### src/rtl/rpwc_pkg.sv
// Types and constants shared by the reverse proximity warning classifier modules.
package rpwc_pkg;

	localparam int unsigned RANGE_W    = 16;
	localparam int unsigned CNT_W      = 8;
	localparam int unsigned CFG_IDX_W  = 4;
	localparam int unsigned CFG_DATA_W = 16;

	localparam int unsigned IN_TDATA_W  = 32;
	localparam int unsigned IN_TUSER_W  = 4;
	localparam int unsigned OUT_TDATA_W = 24;
	localparam int unsigned OUT_TUSER_W = 1;

	localparam logic [CFG_IDX_W-1:0] REG_DANGER_THR  = 4'd0;
	localparam logic [CFG_IDX_W-1:0] REG_WARNING_THR = 4'd1;
	localparam logic [CFG_IDX_W-1:0] REG_EQUAL_MARGIN = 4'd2;
	localparam logic [CFG_IDX_W-1:0] REG_CONFIRM_CNT = 4'd3;

	localparam logic [RANGE_W-1:0] DANGER_THR_RST   = 16'd80;
	localparam logic [RANGE_W-1:0] WARNING_THR_RST  = 16'd128;
	localparam logic [RANGE_W-1:0] EQUAL_MARGIN_RST = 16'd16;
	localparam logic [CNT_W-1:0]   CONFIRM_CNT_RST  = 8'd2;

	localparam logic [CNT_W-1:0] CNT_MAX = 8'd255;

	typedef enum logic [1:0] {
		LVL_SAFE    = 2'd0,
		LVL_WARNING = 2'd1,
		LVL_DANGER  = 2'd2,
		LVL_ERROR   = 2'd3
	} level_t;

	typedef enum logic [1:0] {
		SIDE_NONE  = 2'd0,
		SIDE_LEFT  = 2'd1,
		SIDE_RIGHT = 2'd2,
		SIDE_BOTH  = 2'd3
	} side_t;

	typedef struct packed {
		logic               reversing;
		logic               fresh_sample;
		logic               left_ok;
		logic [RANGE_W-1:0] left_range;
		logic               right_ok;
		logic [RANGE_W-1:0] right_range;
	} item_t;

	typedef struct packed {
		side_t              near_side;
		logic [RANGE_W-1:0] nearest_range;
		logic               range_ok;
	} range_info_t;

	typedef struct packed {
		logic [RANGE_W-1:0] danger_threshold;
		logic [RANGE_W-1:0] warning_threshold;
		logic [RANGE_W-1:0] equal_margin;
		logic [CNT_W-1:0]   confirm_count;
	} cfg_t;

endpackage

### src/rtl/rpwc_range_sel.sv
// Nearest-distance and side selection for the left and right sonars.
module rpwc_range_sel
	import rpwc_pkg::*;
(
	input  item_t              item,
	input  logic [RANGE_W-1:0] equal_margin,
	output range_info_t        info
);

	logic               left_le_right;
	logic [RANGE_W-1:0] diff;

	assign left_le_right = (item.left_range <= item.right_range);
	assign diff = left_le_right ? (item.right_range - item.left_range)
	                            : (item.left_range - item.right_range);

	always_comb begin
		info = '{near_side: SIDE_NONE, nearest_range: '0, range_ok: 1'b0};
		if (item.left_ok && item.right_ok) begin
			info.range_ok      = 1'b1;
			info.nearest_range = left_le_right ? item.left_range : item.right_range;
			if (diff <= equal_margin) begin
				info.near_side = SIDE_BOTH;
			end else if (item.left_range < item.right_range) begin
				info.near_side = SIDE_LEFT;
			end else begin
				info.near_side = SIDE_RIGHT;
			end
		end else if (item.left_ok) begin
			info.range_ok      = 1'b1;
			info.nearest_range = item.left_range;
			info.near_side     = SIDE_LEFT;
		end else if (item.right_ok) begin
			info.range_ok      = 1'b1;
			info.nearest_range = item.right_range;
			info.near_side     = SIDE_RIGHT;
		end
	end

endmodule

### src/rtl/rpwc_level_ctrl.sv
// Level classification and debounce state that confirms a change of safety level.
module rpwc_level_ctrl
	import rpwc_pkg::*;
(
	input  logic        clk,
	input  logic        arst_n,
	input  logic        update,
	input  logic        reversing,
	input  logic        fresh_sample,
	input  range_info_t info,
	input  cfg_t        cfg,
	output level_t      level
);

	level_t           confirmed_q, confirmed_d;
	level_t           pending_q, pending_d;
	logic [CNT_W-1:0] count_q, count_d;
	level_t           want;
	logic [CNT_W-1:0] count_inc;

	always_comb begin
		if (!info.range_ok) begin
			want = LVL_ERROR;
		end else if (info.nearest_range <= cfg.danger_threshold) begin
			want = LVL_DANGER;
		end else if (info.nearest_range <= cfg.warning_threshold) begin
			want = LVL_WARNING;
		end else begin
			want = LVL_SAFE;
		end
	end

	// A new candidate level restarts the run at one; the run saturates at its maximum.
	assign count_inc = (pending_q != want) ? CNT_W'(1)
	                 : ((count_q != CNT_MAX) ? count_q + CNT_W'(1) : count_q);

	always_comb begin
		confirmed_d = confirmed_q;
		pending_d   = pending_q;
		count_d     = count_q;
		if (!reversing) begin
			confirmed_d = LVL_SAFE;
			pending_d   = LVL_SAFE;
			count_d     = '0;
		end else if (fresh_sample) begin
			pending_d = want;
			if (want == confirmed_q) begin
				count_d = '0;
			end else if (count_inc >= cfg.confirm_count) begin
				confirmed_d = want;
				count_d     = '0;
			end else begin
				count_d = count_inc;
			end
		end
	end

	always_comb begin
		level = confirmed_d;
	end

	always_ff @(posedge clk or negedge arst_n) begin
		if (!arst_n) begin
			confirmed_q <= LVL_SAFE;
			pending_q   <= LVL_SAFE;
			count_q     <= '0;
		end else if (update) begin
			confirmed_q <= confirmed_d;
			pending_q   <= pending_d;
			count_q     <= count_d;
		end
	end

endmodule

### src/rtl/reverse_proximity_warning_classifier_core.sv
// Top level of the reverse proximity warning classifier.
//
// Usage: sonar samples enter on the s_axis stream, one result per sample
// leaves on the m_axis stream. Configuration registers (danger threshold,
// warning threshold, equal margin, confirm count) are written through the
// cfg channel, which is always ready; write them only while no transaction
// is in flight.
// Each item is held in the input register, then in the result register,
// which drives m_axis_tvalid; while m_axis_tready is low, an item can wait
// in the input register.
// Throughput: one transaction per cycle while m_axis_tready is high. The
// input register, the compare-and-select logic and the level state update
// all complete in the cycle an item moves into the result register.
// Reset: arst_n clears both pipeline valids, the level state (safe, no
// pending run) and restores the register defaults.
// Stall: while m_axis_tready is low a result holds; one more item waits in
// the input register, and s_axis_tready drops only when both are full.
module reverse_proximity_warning_classifier_core
	import rpwc_pkg::*;
(
	input  logic                   clk,
	input  logic                   arst_n,

	input  logic                   s_axis_tvalid,
	output logic                   s_axis_tready,
	// [15:0] left_range, [31:16] right_range
	input  logic [IN_TDATA_W-1:0]  s_axis_tdata,
	// [0] reversing, [1] fresh_sample, [2] left_ok, [3] right_ok
	input  logic [IN_TUSER_W-1:0]  s_axis_tuser,

	output logic                   m_axis_tvalid,
	input  logic                   m_axis_tready,
	// [1:0] safety_level, [3:2] near_side, [19:4] nearest_range, [23:20] zero
	output logic [OUT_TDATA_W-1:0] m_axis_tdata,
	// [0] range_ok
	output logic [OUT_TUSER_W-1:0] m_axis_tuser,

	input  logic                   cfg_valid,
	output logic                   cfg_ready,
	input  logic [CFG_IDX_W-1:0]   cfg_index,
	input  logic [CFG_DATA_W-1:0]  cfg_data
);

	cfg_t        cfg_q;
	item_t       item_s1;
	logic        valid_s1;
	logic        valid_s2;
	level_t      level_s2;
	range_info_t info_s2;
	logic        advance;
	range_info_t info;
	level_t      level;

	assign cfg_ready = 1'b1;

	always_ff @(posedge clk or negedge arst_n) begin
		if (!arst_n) begin
			cfg_q.danger_threshold  <= DANGER_THR_RST;
			cfg_q.warning_threshold <= WARNING_THR_RST;
			cfg_q.equal_margin      <= EQUAL_MARGIN_RST;
			cfg_q.confirm_count     <= CONFIRM_CNT_RST;
		end else if (cfg_valid && cfg_ready) begin
			unique case (cfg_index)
				REG_DANGER_THR:   cfg_q.danger_threshold  <= cfg_data;
				REG_WARNING_THR:  cfg_q.warning_threshold <= cfg_data;
				REG_EQUAL_MARGIN: cfg_q.equal_margin      <= cfg_data;
				REG_CONFIRM_CNT:  cfg_q.confirm_count     <= cfg_data[CNT_W-1:0];
				default: begin
				end
			endcase
		end
	end

	assign advance       = valid_s1 && (!valid_s2 || m_axis_tready);
	assign s_axis_tready = !valid_s1 || advance;

	always_ff @(posedge clk or negedge arst_n) begin
		if (!arst_n) begin
			valid_s1 <= 1'b0;
			valid_s2 <= 1'b0;
		end else begin
			if (s_axis_tvalid && s_axis_tready) begin
				valid_s1 <= 1'b1;
			end else if (advance) begin
				valid_s1 <= 1'b0;
			end
			if (advance) begin
				valid_s2 <= 1'b1;
			end else if (m_axis_tready) begin
				valid_s2 <= 1'b0;
			end
		end
	end

	always_ff @(posedge clk) begin
		if (s_axis_tvalid && s_axis_tready) begin
			item_s1.reversing    <= s_axis_tuser[0];
			item_s1.fresh_sample <= s_axis_tuser[1];
			item_s1.left_ok      <= s_axis_tuser[2];
			item_s1.right_ok     <= s_axis_tuser[3];
			item_s1.left_range   <= s_axis_tdata[RANGE_W-1:0];
			item_s1.right_range  <= s_axis_tdata[2*RANGE_W-1:RANGE_W];
		end
	end

	rpwc_range_sel u_range_sel (
		.item         (item_s1),
		.equal_margin (cfg_q.equal_margin),
		.info         (info)
	);

	rpwc_level_ctrl u_level_ctrl (
		.clk          (clk),
		.arst_n       (arst_n),
		.update       (advance),
		.reversing    (item_s1.reversing),
		.fresh_sample (item_s1.fresh_sample),
		.info         (info),
		.cfg          (cfg_q),
		.level        (level)
	);

	// When not reversing the whole result reads as safe with no distance.
	always_ff @(posedge clk) begin
		if (advance) begin
			level_s2 <= level;
			if (item_s1.reversing) begin
				info_s2 <= info;
			end else begin
				info_s2 <= '{near_side: SIDE_NONE, nearest_range: '0, range_ok: 1'b0};
			end
		end
	end

	assign m_axis_tvalid = valid_s2;
	assign m_axis_tdata  = {4'b0000, info_s2.nearest_range, info_s2.near_side, level_s2};
	assign m_axis_tuser  = info_s2.range_ok;

endmodule

### config.mk
export PLATFORM = sky130hd
export DESIGN_NAME = reverse_proximity_warning_classifier_core
export DESIGN_NICKNAME = d
export VERILOG_FILES = /design/src/rtl/rpwc_pkg.sv /design/src/rtl/rpwc_range_sel.sv /design/src/rtl/rpwc_level_ctrl.sv /design/src/rtl/reverse_proximity_warning_classifier_core.sv
export SDC_FILE = /design/constraint.sdc
export NUM_CORES = 1
export LEC_CHECK = 0
export ABC_AREA = 0
export BUFFER_PORTS_ARGS = -buffer_cell sky130_fd_sc_hd__buf_4
export CAP_MARGIN = 20
export CORE_MARGIN = 1.5
export CORE_UTILIZATION = 55
export DETAILED_ROUTE_END_ITERATION = 12
export PLACE_DENSITY_LB_ADDON = 0.1
export RECOVER_POWER = 50
export SLEW_MARGIN = 0
export SYNTH_ARGS = -nofsm -noshare
export SYNTH_HDL_FRONTEND = slang
export SYNTH_SLANG_ARGS = --single-unit
### constraint.sdc
create_clock -name clk -period 7.74 [get_ports clk]
set_input_delay 0.387 -clock clk [delete_from_list [all_inputs] [get_ports clk]]
set_output_delay 0.387 -clock clk [all_outputs]
set_load 0.03 [all_outputs]
## After elaboration in Yosys (flattened, before gate mapping)

Cells that the tools add are included.

| cells by class | value |
|---|---|
| magnitude comparators | 6 |
| equal/unequal tests | 7 |
| reduce and logical (&&, ||, !) cells | 15 |
| add/subtract/negate cells | 3 |
| muxes and demuxes | 26 |

Operators with widths:

| operator | number |
|---|---|
| less-or-equal comparator 16 bit | 4 |
| 2-to-1 mux 19 bit | 3 |
| 2-to-1 mux 8 bit | 6 |
| 2-to-1 mux 16 bit | 2 |
| subtractor 16 bit | 2 |
| 2-to-1 mux 2 bit | 10 |
| less-than comparator 16 bit | 1 |
| AND reduction 2 bit | 5 |
| adder 8 x 1 -> 8 bit, second input constant | 1 |
| equality test 4 x 2 -> 1 bit, second input constant | 2 |
| greater-or-equal comparator 8 bit | 1 |
| inequality test 8 bit, second input constant | 1 |
| 2-to-1 mux 1 bit | 5 |
| equality test 4 x 1 -> 1 bit, second input constant | 1 |
| logical NOT 4 bit | 1 |
| nonzero test 2 bit | 2 |
| logical AND 1 bit | 3 |
| equality test 2 bit | 1 |
| logical NOT 1 bit | 2 |
| logical OR 1 bit | 2 |
| inequality test 2 bit | 1 |
| inequality test 2 bit, second input constant | 1 |

| storage, ports and cells | value |
|---|---|
| register bits | 127 |
| word-level logic and storage cells | 76 |

## Depth between registers and ports, before layout

| logic depth | value |
|---|---|
| depth after elaboration | 16 |
| gate-level depth with buffers | 32 |

## Hierarchy

From an unflattened synthesis, not the netlist that was laid out.

| unflattened totals | value |
|---|---|
| cells, all modules | 784 |
| area total of the unflattened synthesis | 8405.6 sq um |

By module, submodules not included:

| module | seq. area each (sq um) | instances | cells an instance | area an instance (sq um) |
|---|---|---|---|---|
| reverse_proximity_warning_classifier_core | 3169.3 | 1 | 215 | 4217.8 |
| rpwc_range_sel | 0.0 | 1 | 316 | 2262.2 |
| rpwc_level_ctrl | 300.3 | 1 | 253 | 1925.6 |

## Worst setup path before layout

Ideal clock, no wire load.

| timing | value |
|---|---|
| kind | register -> register |
| start point | register item_s1[17] (netlist name) |
| end point | register u_level_ctrl.count_q[5] |
| slack | 1.409 ns |
| library setup time | 0.104 ns |
| data arrival time | 6.227 ns |
| clock period less this slack | 6.331 ns |
| stages on the path, launching flop included | 33 |
| cells stage by stage | edfxtp_1 -> inv_1 -> ha_1 -> inv_1 -> fa_1 -> a211oi_1 -> nor3b_1 -> o221ai_2 -> nand2_1 -> nand2_1 -> a21boi_2 -> buf_2 -> a22o_1 -> ha_1 -> a21o_1 -> a21o_1 -> a21o_1 -> a21oi_1 -> nand3_1 -> and3_1 -> a211oi_2 -> buf_2 -> nor2_1 -> ha_1 -> nand2b_1 -> a21o_1 -> a211oi_1 -> o31ai_1 -> nor4_1 -> a21o_1 -> o211ai_1 -> or2_1 -> a221oi_1 |

RTL lines:

| element | RTL line | source |
|---|---|---|
| start: declaration | reverse_proximity_warning_classifier_core.sv:45 | `item_t item_s1;` |
| end signal: assignment | rpwc_level_ctrl.sv:70 | `count_q <= count_d;` |
| end: declaration | rpwc_level_ctrl.sv:17 | `logic [CNT_W-1:0] count_q, count_d;` |

==> impl_metrics.ini <==
[run_status]
status = complete, but fails checks
violations = capacitance limit, slew limit

[detailed_routing]
post_drt_via_cell_ratio = 5.81
antenna_left = 0
wl_um = 19200
drt_iter0_drc = 463
drc = 0
first_pass_iters = 5
vias = 6124
wl_per_cell_um = 18.2

[critical_path]
path_buf_inv = 3
worstPathRequired_ns = 8.06
crit_slowest_cell = a21boi_4
critPathTopFamily = compound AO/OA/AOI/OAI gates
worstReg2RegEnd = u_level_ctrl.count_q[5]$_DFFE_PN0P_
critPathLaunchType = flip-flop
r2r_slack_ns = 0.73
crit_fanout = 16
crit_type = reg -> reg
rr_startpoint = item_s1[17]$_DFFE_PP_
rr_worst_depth = 30
worst-path-stages = 30
endpoint_kind = flip-flop
cp.arrival_ns = 7.33
slowest_delay_ns = 0.50

[yosys]
syn_area_sq_um = 7970
synthCells = 781
ys_top_cells_by_count = 95 x inv_1, 88 x ha_1, 69 x nand2_1, 65 x dfrtp_1, 57 x edfxtp_1
synth_top_cell_by_area = edfxtp_1
synth-main-ff-cell = dfrtp_1
postSynthAreaPerCell_sq_um = 10.2
yosysMostFrequentCell = inv_1
ys_top_cells_by_area = edfxtp_1 21%, dfrtp_1 20%, ha_1 14%
synth_seq_cells = 127
yosysWarnings = 0
synth_edf_count = 57
synth_top_area_share_pct = 21.5
synthArstFlopShare_pct = 55.1
synth_cell_type_count = 74
synth-seq-area-share_pct = 43.5

[floorplan]
fp.dieW_um = 123
dieArea_sq_um = 15200
ios = 89
design.core.area_sq_um = 14000
fp.dieH_um = 123
row_count = 43
start_util_pct = 56.8

[power_and_ir_drop]
pwr-share-clk_pct = 37.1
p_leak_uw = 0.00440
p_seq_share_pct = 36.1
combPwrFrac_pct = 26.8
p_int_uw = 1690
ir_worst_vdd_mv = 0.155
power_density_nw_per_um2 = 257
switchingPower_uw = 729
sw_frac_of_total_pct = 30.2

[place]
place.gp.congestion = 0.860
port_buffers = 83
dp_hpwl_um = 14500

[global_routing]
grt_max_degree = 71
track_usage_pct = 26.4
grt_pass1_wl_um = 30000
antenna_found_initial = 0
grt_pass1_vias = 5828
grt_overflow = 0

[cts]
cts_max_level = 4
cts_tree = done
clk_pin_slew_worst_paths_ns = 0.06
clock-root-buffer = clkbuf_16
cts.sinks = 127
clock_latency_ns = 0.42
numCtsBuffers = 17
clock_path_buffers = 2

[sta]
setup_violations = 0
fin_crit_sh_pct = 90.6
fin_tns_setup_ns = 0
max_freq_mhz = 143
holdWs_ns = 0.164
post-route-min-period_ns = 7.01
tightest_slew_ns = 3.80
hold_violations = 0
slew_violations = 71
maxSlewHeadroom_pct = -154
clock_skew_ns = 0.00608
rsz0062_at_grt = no

[layout]
drive_above_1_share_pct = 19.8
register_area_sq_um = 3470
area_growth_pct = 17.8
fillers = 1091
fin_nets = 1012
insertedDiodeCount = 0
multiInputGateArea_sq_um = 4030

[min_path]
min_to = item_s1[30]$_DFFE_PP_
min_from = s_axis_tdata[13]
holdCritPathClass = in -> reg
whs_path_depth = 1

[job]
cap_viol_max_count = 1
==> stage by stage <==
| step | setup WS (ns) | utilization, % | std cells | total power [uW] | instance area, sq um |
|---|---|---|---|---|---|
| 2_1_floorplan | 1.41 | - | 784 | 1330 | 7990 |
| 3_3_place_gp | 0.608 | 62.1 | 1022 | 1490 | 8720 |
| 3_5_place_dp | 0.471 | 62.1 | 1022 | 1520 | 8720 |
| 4_1_cts | 0.465 | 66.8 | 1054 | 2420 | 9380 |
| 5_1_grt | 0.126 | 66.9 | 1054 | 2550 | 9390 |
| 6_report | 0.726 | 66.9 | 1054 | 2410 | 9390 |
==> power by group through the flow <==
stage / Sequential [uW] / Combinational [uW] / Clock, uW
after global placement: 878 / 617 / 0
after global routing: 881 / 728 / 939
final: 871 / 647 / 896
after CTS: 869 / 645 / 908
after detailed placement: 880 / 640 / 0
after floorplan: 882 / 447 / 0
==> cell families (layout without fill, tap and decap cells) <==
kind of cell | after synthesis | count (layout) | share of synthesized area [%]
AND/OR/NAND/NOR | 198 | 198 | 12.4
buffers and inverters | 125 | 215 | 6.43
adder cells (fa/ha/maj) | 90 | 90 | 14.3
multiplexers | 40 | 40 | 5.57
flip-flops | 127 | 127 | 43.5
other | 2 | 5 | 0.0942
AO/OA/AOI/OAI | 182 | 182 | 15.8
XOR/XNOR | 17 | 17 | 1.87
==> state kept, by name, indices dropped and copies added (netlist names) <==
register	count
level_s2	2
cfg_q	56
m_axis_tuser	1
item_s1	36
u_level_ctrl.confirmed_q	2
u_level_ctrl.pending_q	2
u_level_ctrl.count_q	8
m_axis_tdata	18
m_axis_tvalid	1
valid_s1	1
==> final cells by class <==
| type | count | area share, % |
|---|---|---|
| Multi-Input combinational cell | 532 | 42.9 |
| Clock inverter | 13 | 2.20 |
| Sequential cell | 127 | 36.9 |
| Clock buffer | 19 | 4.82 |
| Tap cell | 180 | 2.40 |
| Timing Repair Buffer | 88 | 6.91 |
| Inverter | 95 | 3.80 |
==> what timing repair did <==
item                                    4_1_cts  5_1_grt
setup buffers                                 0        0
gates resized for setup                       0        5
hold buffers                                  0        0
endpoints found under the setup margin        0        7
==> per-layer routing <==
metal / wire length (um) / up-vias / global-route usage (%)
met3: 1080 / 20 / 5.58
li1: - / 2921 / -
met1: 8640 / 2958 / 35.4
met4: 242 / 0 / 7.90
met5: 0 / - / 0
met2: 9230 / 225 / 43.1
==> placed cells by master (no fill, tap or decap), types with 17 or more instances in the layout <==
cell type,count
and2_1,17
nand2_1,68
dfrtp_1,65
a21o_1,21
mux2_2,28
a21oi_1,32
edfxtp_1,57
clkbuf_4,37
ha_1,88
o21ai_0,46
inv_1,95
nor2_1,31
buf_4,48
clkbuf_16,17
==> worst max path at each step <==
stage | startpoint | end | slack, ns
2_1_floorplan | item_s1[17]$_DFFE_PP_ | u_level_ctrl.count_q[5]$_DFFE_PN0P_ | 1.41
3_3_place_gp | item_s1[17]$_DFFE_PP_ | u_level_ctrl.count_q[5]$_DFFE_PN0P_ | 0.61
3_5_place_dp | item_s1[17]$_DFFE_PP_ | u_level_ctrl.count_q[5]$_DFFE_PN0P_ | 0.47
4_1_cts | item_s1[17]$_DFFE_PP_ | u_level_ctrl.count_q[5]$_DFFE_PN0P_ | 0.47
5_1_grt | item_s1[17]$_DFFE_PP_ | u_level_ctrl.count_q[5]$_DFFE_PN0P_ | 0.13
6_report | item_s1[17]$_DFFE_PP_ | u_level_ctrl.count_q[5]$_DFFE_PN0P_ | 0.73
No activity file was read; power rests on OpenSTA's default activity.
